### src/chull_ram.sv
// ----------------------------------------------------------------------------
// Convex hull engine RAM
// Simple dual-port memory, one write and one registered read per cycle.
// ----------------------------------------------------------------------------
module chull_ram #(
  parameter int DEPTH  = 64,
  parameter int WIDTH  = 32,
  parameter int ADDR_W = $clog2(DEPTH)
) (
  input  logic              clk,
  input  logic              we,
  input  logic [ADDR_W-1:0] waddr,
  input  logic [WIDTH-1:0]  wdata,
  input  logic [ADDR_W-1:0] raddr,
  output logic [WIDTH-1:0]  rdata
);

  logic [WIDTH-1:0] mem [DEPTH];

  always_ff @(posedge clk) begin
    if (we) begin
      mem[waddr] <= wdata;
    end
    rdata <= mem[raddr];
  end

endmodule

### config.mk
export PLATFORM = sky130hd
export DESIGN_NAME = chull_ram
export DESIGN_NICKNAME = d
export VERILOG_FILES = /design/src/chull_ram.sv
export SDC_FILE = /design/constraint.sdc
export NUM_CORES = 2
export LEC_CHECK = 0
export BUFFER_PORTS_ARGS = -buffer_cell sky130_fd_sc_hd__buf_2
export CAP_MARGIN = 10
export CORE_MARGIN = 3
export CORE_UTILIZATION = 50
export DETAILED_ROUTE_END_ITERATION = 12
export PLACE_DENSITY = 0.76
export REMOVE_ABC_BUFFERS = 1
export SYNTH_ARGS = -nofsm -noshare
export SYNTH_HDL_FRONTEND = slang
export SYNTH_SLANG_ARGS = --single-unit
### constraint.sdc
create_clock -name clk -period 8.6 [get_ports clk]
set_input_delay 2.58 -clock clk [delete_from_list [all_inputs] [get_ports clk]]
set_output_delay 2.58 -clock clk [all_outputs]
set_load 0.005 [all_outputs]
==> out/metrics.csv <==
stage,metric,value,unit
clock_network,cts_buffer_depth,3,
pwr,powerDensity,233.3,nW/um^2
setup_path,startpoint_type,primary input,
sta,finalClockSkew,0.03181,ns
setup_path,required,9.26,ns
clock_network,hold_buffers,0,
setup_path,reg2reg_slack,6.11,ns
hold_path,hold_depth,4,
sta,rsz0062_at_grt,false,
floorplan,die_y,402.3,um
clock_network,insertion_delay,0.83,ns
logic_synthesis,yosysSeqAreaShare,79.14,%
clock_network,clkTransAtPathRegs,0.06,ns
sta,period_needed,5.155,ns
hold_path,hp-start,mem[12][20]$_DFFE_PP_,
grt,grt_use_total,24.41,%
setup_path,worstSetupPathType,in -> reg,
route,routedWlPerCell,34.15,um
route,drt-initial-drc-count,5731,
hold_path,min_path_type,reg -> reg,
setup_path,reg2reg_to,rdata[4]$_DFF_P_,
logic_synthesis,synth_cell_types,34,
sta,setup_viol,0,
route,viasPerCell,6.531,
sta,tns,0,ns
pwr,p_leak,27.23,nW
logic_synthesis,synth_cells,3324,
clock_network,cts_tree,yes,
flow_run,drv_cap,0,
clock_network,h-tree-depth,4,
sta,final_hold_viol_count,0,
grt,grt_max_degree,144,
logic_synthesis,yosysWarnings,0,
final_layout,nets,3557,
setup_path,endpoint_kind,flip-flop,
setup_path,crit_fanout,59,
logic_synthesis,ys.flop_type,edfxtp_1,
grt,gr-total-overflow,0,
clock_network,root_buffer,clkbuf_16,
route,num_vias,37420,
grt,grt_pass1_wl,280600,um
logic_synthesis,synth-edff-count,2048,
sta,fmax,194.0,MHz
pwr,p_total,0.02056,W
place,dpl.hpwl,100600,um
clock_network,cts_inserted_buffers,194,
outcome,status,finished clean,
final_layout,layout-drive-gt1-share,28.63,%
route,final_antenna_net_count,0,
clock_network,post-cts-setup-buffers,0,
setup_path,arrival,5.82,ns
logic_synthesis,ys_seq_elements,2080,
floorplan,core,154900,um^2
route,dr.pass1.iters,6,
floorplan,die_area,161800,um^2
pwr,peakVddDrop,0.0002331,V
floorplan,row_count,144,
sta,slew_headroom,13.31,%
floorplan,initial_core_util,50.67,%
floorplan,io_pins,78,
setup_path,reg2reg_depth,5,
logic_synthesis,syn_area,78520,um^2
place,io_buffers,77,
setup_path,r2r-start,mem[39][4]$_DFFE_PP_,
logic_synthesis,async_flop_share,0,%
logic_synthesis,post_synth.cell_area_avg,23.62,um^2
sta,fin_crit_sh,59.94,%
route,drc,0,
sta,drv_slew,0,
grt,antenna_found_initial,7,
clock_network,cts_sinks,2080,
final_layout,areaGrowthSynthToFinish,12.24,%
grt,grt_pass1_vias,37870,
route,wl,195600,um
place,place.gp.congestion,0.7918,
sta,tightest_slew,1.300,ns
clock_network,cts_resized,0,
floorplan,dieWidth,402.3,um
hold_path,whs_endpoint,rdata[20]$_DFF_P_,
## cell usage in the layout (no fill, tap or decap), drive strengths merged, types with 2 or more instances in the layout
| cell type | Yosys | layout |
|---|---|---|
| o32ai | 4 | 4 |
| diode | 0 | 7 |
| clkinvlp | 0 | 4 |
| mux2i | 93 | 93 |
| nand2 | 26 | 26 |
| o22ai | 84 | 84 |
| dfxtp | 32 | 32 |
| bufinv | 0 | 12 |
| a41o | 4 | 4 |
| edfxtp | 2048 | 2048 |
| nand4 | 2 | 2 |
| nand3b | 5 | 5 |
| mux4 | 544 | 544 |
| nor2 | 137 | 137 |
| or3 | 3 | 3 |
| a22oi | 12 | 12 |
| o221ai | 27 | 27 |
| clkbuf | 74 | 248 |
| nor3 | 7 | 7 |
| buf | 108 | 173 |
| nor2b | 15 | 15 |
| nand3 | 5 | 5 |
| inv | 0 | 14 |
| a21oi | 62 | 62 |
| and3 | 4 | 4 |
| a311oi | 8 | 8 |
| nand2b | 8 | 8 |
| or3b | 5 | 5 |
| or2 | 3 | 3 |
| clkinv | 0 | 85 |
| and2 | 2 | 2 |
## per-stage QoR
step | cell area, um^2 | util [%] | instances | worst slack, ns | hold slack, ns
6_report | 88120 | 56.87 | 5729 | 3.445 | 0.7242
5_1_grt | 88100 | 56.86 | 5722 | 3.276 | 0.8212
4_1_cts | 88080 | 56.85 | 5721 | 3.440 | 0.7386
3_5_place_dp | 81930 | 52.88 | 5358 | 2.652 | 0.7202
3_3_place_gp | 81930 | 52.88 | 5358 | 2.636 | 0.7122
2_1_floorplan | 77630 | - | 3142 | 3.012 | 0.6632
## registers in the layout, summed over array words and instances (netlist names)
name	cells
mem	2048
rdata	32
## worst max-delay path by stage
| stage | end | from | depth (start not counted) | slack, ns |
|---|---|---|---|---|
| after floorplan | mem[48][0]$_DFFE_PP_ | we | 3 | 3.01 |
| after CTS | rdata[11]$_DFF_P_ | raddr[0] | 6 | 3.44 |
| final | rdata[11]$_DFF_P_ | raddr[0] | 6 | 3.45 |
| after global placement | rdata[11]$_DFF_P_ | raddr[0] | 6 | 2.64 |
| after global routing | rdata[11]$_DFF_P_ | raddr[0] | 6 | 3.28 |
| after detailed placement | rdata[11]$_DFF_P_ | raddr[0] | 6 | 2.65 |
## logic make-up after synthesis
logic type	synth area share, %
AOI/OAI and AO/OA	1.673
buffers and inverters	1.128
DFF	79.14
muxes	16.79
and+or+nand+nor	1.265
## synth_stat cells, drive strengths merged (2+ instances only)
cell       n  area, um^2
nor2b     15       93.84
buf      108       608.1
mux4     544       12250
dfxtp     32       640.6
edfxtp  2048       61500
nand2b     8       50.05
a22oi     12       90.09
mux2i     93       930.9
and2       2       12.51
nand3      5       25.02
nand2     26       97.59
a41o       4       40.04
o32ai      4       35.03
nand3b     5       37.54
a311oi     8       70.07
o22ai     84       525.5
clkbuf    74       277.8
or2        3       18.78
and3       4       25.02
o221ai    27       236.5
nand4      2       12.51
nor3       7       35.03
a21oi     62       310.3
or3        3       18.77
nor2     137       514.2
or3b       5       43.80
## where the power goes
group,switching (W),internal [W]
Combinational,0.000608,0.000363
Sequential,0.0000501,0.0112
Clock,0.00370,0.00462
Total,0.00436,0.0162
## worst max-delay path: stages
cell     delay [ns]
buf_8          0.47
buf_4          0.84
mux4_2         0.64
mux4_2         0.49
o22ai_1        0.46
nor2_1         0.12
## layer usage
metal | wire length, um | global-route usage (%) | vias to the layer above
met5 | 36 | 0 | -
met4 | 7077 | 8.901 | 6
met3 | 22950 | 5.096 | 407
met2 | 94880 | 38.27 | 2679
met1 | 70690 | 34.42 | 19680
li1 | - | - | 14650
## layout make-up
cell class              instances  area [um^2]
multi-input cells            1062        15970
fillers                     10650        66830
clock buffers                 248         5147
well taps                    2044         2557
flip-flops and latches       2080        62140
diodes                          7        17.52
clock inverters               115         1003
repair buffers                173         1289
Power figures use the tool's default switching activity.
