==> config.mk <==
export PLATFORM = sky130hd
export DESIGN_NAME = chull_cross
export DESIGN_NICKNAME = d
export VERILOG_FILES = /design/src/chull_pkg.sv /design/src/chull_cross.sv
export SDC_FILE = /design/constraint.sdc
export NUM_CORES = 2
export LEC_CHECK = 0
export ABC_AREA = 0
export BUFFER_PORTS_ARGS = -buffer_cell sky130_fd_sc_hd__buf_2
export CAP_MARGIN = 25
export CORE_ASPECT_RATIO = 0.9
export CORE_MARGIN = 2
export CORE_UTILIZATION = 30
export CTS_CLUSTER_DIAMETER = 120
export DETAILED_ROUTE_END_ITERATION = 8
export RECOVER_POWER = 50
export SETUP_SLACK_MARGIN = 0.3
export SLEW_MARGIN = 20
export SYNTH_ARGS = -nofsm -noshare
export SYNTH_HDL_FRONTEND = slang
export SYNTH_SLANG_ARGS = --single-unit
export TNS_END_PERCENT = 30
==> constraint.sdc <==
create_clock -name clk -period 14.3 [get_ports clk]
set_clock_uncertainty 0.05 [all_clocks]
set_input_delay 2.145 -clock clk [delete_from_list [all_inputs] [get_ports clk]]
set_output_delay 2.145 -clock clk [all_outputs]
set_load 0.005 [all_outputs]
==> src/chull_pkg.sv <==
// ----------------------------------------------------------------------------
// Convex hull engine package
// Shared types, sizes and helpers for the monotone chain hull engine.
// ----------------------------------------------------------------------------
package chull_pkg;

  localparam int MAX_POINTS = 64;
  localparam int COORD_BITS = 16;
  localparam int PIDX_W     = $clog2(MAX_POINTS);
  localparam int CNT_W      = $clog2(MAX_POINTS + 1);
  localparam int HULL_DEPTH = 2 * MAX_POINTS;
  localparam int HIDX_W     = $clog2(HULL_DEPTH);
  localparam int DIFF_W     = COORD_BITS + 1;
  localparam int PROD_W     = 2 * DIFF_W;
  localparam int PT_W       = 2 * COORD_BITS;

  typedef struct packed {
    logic signed [COORD_BITS-1:0] x;
    logic signed [COORD_BITS-1:0] y;
  } pt_t;

  typedef struct packed {
    logic signed [COORD_BITS-1:0] point_x;
    logic signed [COORD_BITS-1:0] point_y;
    logic                         set_end;
  } point_word_t;

  typedef struct packed {
    logic signed [COORD_BITS-1:0] hull_x;
    logic signed [COORD_BITS-1:0] hull_y;
    logic                         vertex_valid;
    logic                         final_vertex;
    logic                         overflowed;
  } hull_word_t;

  typedef struct packed {
    logic done;
    logic not_left;
  } cross_res_t;

  // Lexicographic order: by x, then by y.
  function automatic logic pt_less(pt_t a, pt_t b);
    logic r;
    if (a.x != b.x) begin
      r = (a.x < b.x);
    end else begin
      r = (a.y < b.y);
    end
    return r;
  endfunction

endpackage

==> src/chull_cross.sv <==
// ----------------------------------------------------------------------------
// Convex hull engine turn test
// Cross product (a-p)x(b-p), registered as differences then each product, and its sign test against zero.
// ----------------------------------------------------------------------------
module chull_cross (
  input  logic               clk,
  input  logic               rst,
  input  logic               start,
  input  chull_pkg::pt_t     a,
  input  chull_pkg::pt_t     b,
  input  chull_pkg::pt_t     p,
  output chull_pkg::cross_res_t res
);
  import chull_pkg::*;

  logic [2:0]                phase;
  logic signed [DIFF_W-1:0]  dax, day, dbx, dby;
  logic signed [PROD_W-1:0]  prod_a, prod_b;

  always_ff @(posedge clk) begin
    if (rst) begin
      phase <= '0;
    end else begin
      phase <= {phase[1:0], start};
    end
  end

  // Operands are held steady by the sequencer while the test runs.
  always_ff @(posedge clk) begin
    if (start) begin
      dax <= DIFF_W'(a.x) - DIFF_W'(p.x);
      day <= DIFF_W'(a.y) - DIFF_W'(p.y);
      dbx <= DIFF_W'(b.x) - DIFF_W'(p.x);
      dby <= DIFF_W'(b.y) - DIFF_W'(p.y);
    end
    if (phase[0]) begin
      prod_a <= dax * dby;
    end
    if (phase[1]) begin
      prod_b <= day * dbx;
    end
  end

  assign res.done     = phase[2];
  assign res.not_left = (prod_a <= prod_b);

endmodule

==> impl_results.md <==
- Post-synthesis xor/xnor area fraction: 3.432%
- Total CTS buffers: 17
- Violated checks: capacitance limit, slew limit
- Maxcap violations: 4
- FMAX: ~150 MHz
- Port bufs: 100
- Critical path data arrival time: 7.00 ns
- Post-DP HPWL: 59.90 mm
- CTS H-Tree Depth: 4
- Initial Utilization: between 30% and 40%
- Post-CTS Hold Buffers: 0
- Setup CP Type: register to register
- Final worst-path cycle share: roughly 48%
- Cell count after synthesis: 2,983
- M1 wire length: about 33 mm
- Fin. max-slew vios: between 100 and 150
- Synth Area in Adders: ~52%
- Initial antenna violation count: 14
- WL per Instance: ~17 um
- Post-synth EDFFs: 136
- Status: finished with violations
- Post-synthesis mux area share: less than 1%
- Post-synth top area cell: fa_1
- Largest net degree at the start of global routing: 46
- Compound-Gate Fraction of Synth Area: roughly 6.6%
- Io pins: about 100
- Synth Cell Area: about 0.029 mm^2
- DR iter-0 viols: about 1,200
- CTS Buffer Depth: 2
- Setup Viol. Count Final: 0
- Vias per Instance: between 4 and 5
- Setup Fix Bufs, Post-CTS: 0
- Main combinational cell family by area after synthesis: adder cells
- Worst-path clk slew: roughly 0.080 ns
- Die W: between 300 and 400 um
- Sequential-to-total area share from yosys stat: ~14%
- Critical Path End Type: register
- Via count: between 15,000 and 20,000
- First-pass GRT wire length: ~120 mm
- TNS Setup: 0 ns
- Routability Congestion: around 0.87
- Clock sink total: 139
- Grt total ovfl: 0
- Crit path time final: 6.864 ns
- Metal3 WL: 4.389 mm
- Vias in the first global route: about 21,000
- Synthesis-stage register bit count: around 140
- Clock Root Buffer: clkbuf_16
- Routed Antenna Nets: 0
- Unique masters post-synth: 68
- Simple-gate share of the synthesized area: between 10% and 20%
- CP Launch Type: register
- Top cell type's share of synthesized area: roughly two fifths
- Yosys warnings: 0
- Post-CTS Resized: 0
- Height of the die: ~300 um
- Slew HR: -115.4%
- Row count: 108
- Critical Path RT: 14.44 ns
- Crit Path Max Fanout: 17
- Share of post-route cells with drive strength above 1: under 10%
- Fin. Hold Viols: 0
- Die Footprint: roughly 0.10 mm^2
- P&R area growth vs syn: 8.651%
- Syn_area_per_cell: between 9 and 10 um^2
- Ys flop type: edfxtp_1
- Metal2 WL: roughly 33 mm
- Highest Signal Layer: met5
- Final nets: about 4,000
- TritonCTS clock tree: yes
- Async SR Flop Fraction: 0%
- Clk_lat worst skew: about 0.47 ns
- Top cells by area, synth: fa_1 (41%), edfxtp_1 (14%), ha_1 (11%), inv_1 (8.8%), and2_1 (6.3%)
- RSZ-0062 raised after global routing: no
- Synthesized net count: between 3,000 and 4,000
- First-pass DRT Iterations: 5
- GRT Overall Usage: 15.13%
- Routed wire length: between 70 and 80 mm
- Remaining routing DRC violations: 0
- Type of the tightest min-delay check: register to register
- Core area: between 0.09 and 0.1 mm^2
- Worst slew pin tran: 3.231 ns
==> registers in the layout (all words and copies together) (netlist names) <==
| signal | flops |
|---|---|
| prod_b | 34 |
| dbx | 17 |
| phase | 3 |
| dby | 17 |
| dax | 17 |
| day | 17 |
| prod_a | 34 |
==> through the flow <==
| step | std cells | hold slack, ns | worst slack, ns | area, um^2 | utilization, % |
|---|---|---|---|---|---|
| after detailed placement | 4292 | 0.7306 | 7.465 | 31310 | 32.36 |
| after global routing | 4324 | 0.8412 | 6.999 | 31870 | 32.94 |
| after CTS | 4324 | 0.7468 | 7.436 | 31910 | 32.98 |
| after global placement | 4291 | 0.7223 | 7.534 | 31290 | 32.34 |
| after floorplan | 2983 | 0.5603 | 8.139 | 29350 | - |
| final | 4329 | 0.7725 | 7.436 | 31880 | 32.95 |
==> layout by cell type (no fill, tap or decap), types with 17 or more instances in the layout <==
master	count
nor3_1	20
clkbuf_16	17
a21o_1	37
edfxtp_1	136
nor2_1	91
ha_1	268
a21oi_1	79
xnor2_1	90
nand2_1	300
o21a_1	17
xor2_1	25
nand3_1	22
and2_1	289
nand2b_1	23
fa_1	596
buf_2	98
nor2b_1	21
inv_1	688
o21ai_0	43
buf_4	17
==> final cells by class <==
type	count	area, um^2
inverter	688	2582
multi-input combinational	2080	22330
clock inverter	15	170.2
timing repair buffer	120	636.9
fill	10050	64870
antenna	5	12.51
tap	1265	1583
clock buffer	17	425.4
sequential	139	4144
==> kinds of logic (layout without fill, tap and decap cells) <==
kind of cell / after synthesis / in the layout
buf+inv: 764 / 840
compound gates: 283 / 283
mux: 1 / 1
simple gates: 817 / 817
xor+xnor: 115 / 115
other cells: 0 / 5
fa+ha+maj: 864 / 864
flops: 139 / 139
==> worst max-delay path: stages (launching register included) <==
cell and delay [ns]:
edfxtp_1 0.88, nand2_1 0.21, inv_1 0.18, fa_1 0.56, fa_1 0.95, fa_1 0.54, fa_1 0.52, fa_1 0.49
inv_1 0.05, fa_1 0.47, inv_1 0.04, ha_1 0.31, o21ai_0 0.13, nor2_1 0.13, o41ai_4 0.32, nand4b_1 0.20
nand2_1 0.15, o2111ai_1 0.13, a21oi_1 0.18, xnor2_1 0.08
==> cell usage after synthesis, types with 4 or more instances <==
cell type  instances
xor2_1            25
o2111ai_1          4
o21a_1            17
edfxtp_1         136
o31ai_1            4
a21boi_1           5
a21o_1            37
ha_1             268
nor3_1            20
nand2b_1          23
clkbuf_1          71
and3_1            13
inv_1            688
o211ai_1           8
a31oi_1           14
nor2b_1           21
a211oi_1           6
o21bai_1           7
nand3_1           22
and2_1           294
o21ai_1           16
fa_1             596
nor2_1            91
o21ai_0           43
buf_1              4
or3_1              6
xnor2_1           90
o211a_1            4
nand4_1           12
nand2_1          300
a21oi_1           79
==> layer usage <==
| layer | vias up | track usage (%) |
|---|---|---|
| met5 | - | 0 |
| met4 | 10 | 3.529 |
| met3 | 90 | 2.344 |
| met2 | 524 | 24.29 |
| met1 | 10080 | 21.50 |
| li1 | 9260 | - |
==> path summary, 6_finish.rpt <==
kind,depth (start not counted),end,slack (ns),startpoint
worst max-delay path,19,prod_a[33],7.44,dby[2]
worst min-delay path,2,prod_a[0],0.77,dax[0]
worst max register to register,19,prod_a[33],7.44,dby[2]
worst min register to register,2,prod_a[0],0.77,dax[0]
Power is left out: the tool's default activity adds up to more than one toggle a clock period on the data nets, which glitch-free logic cannot reach.
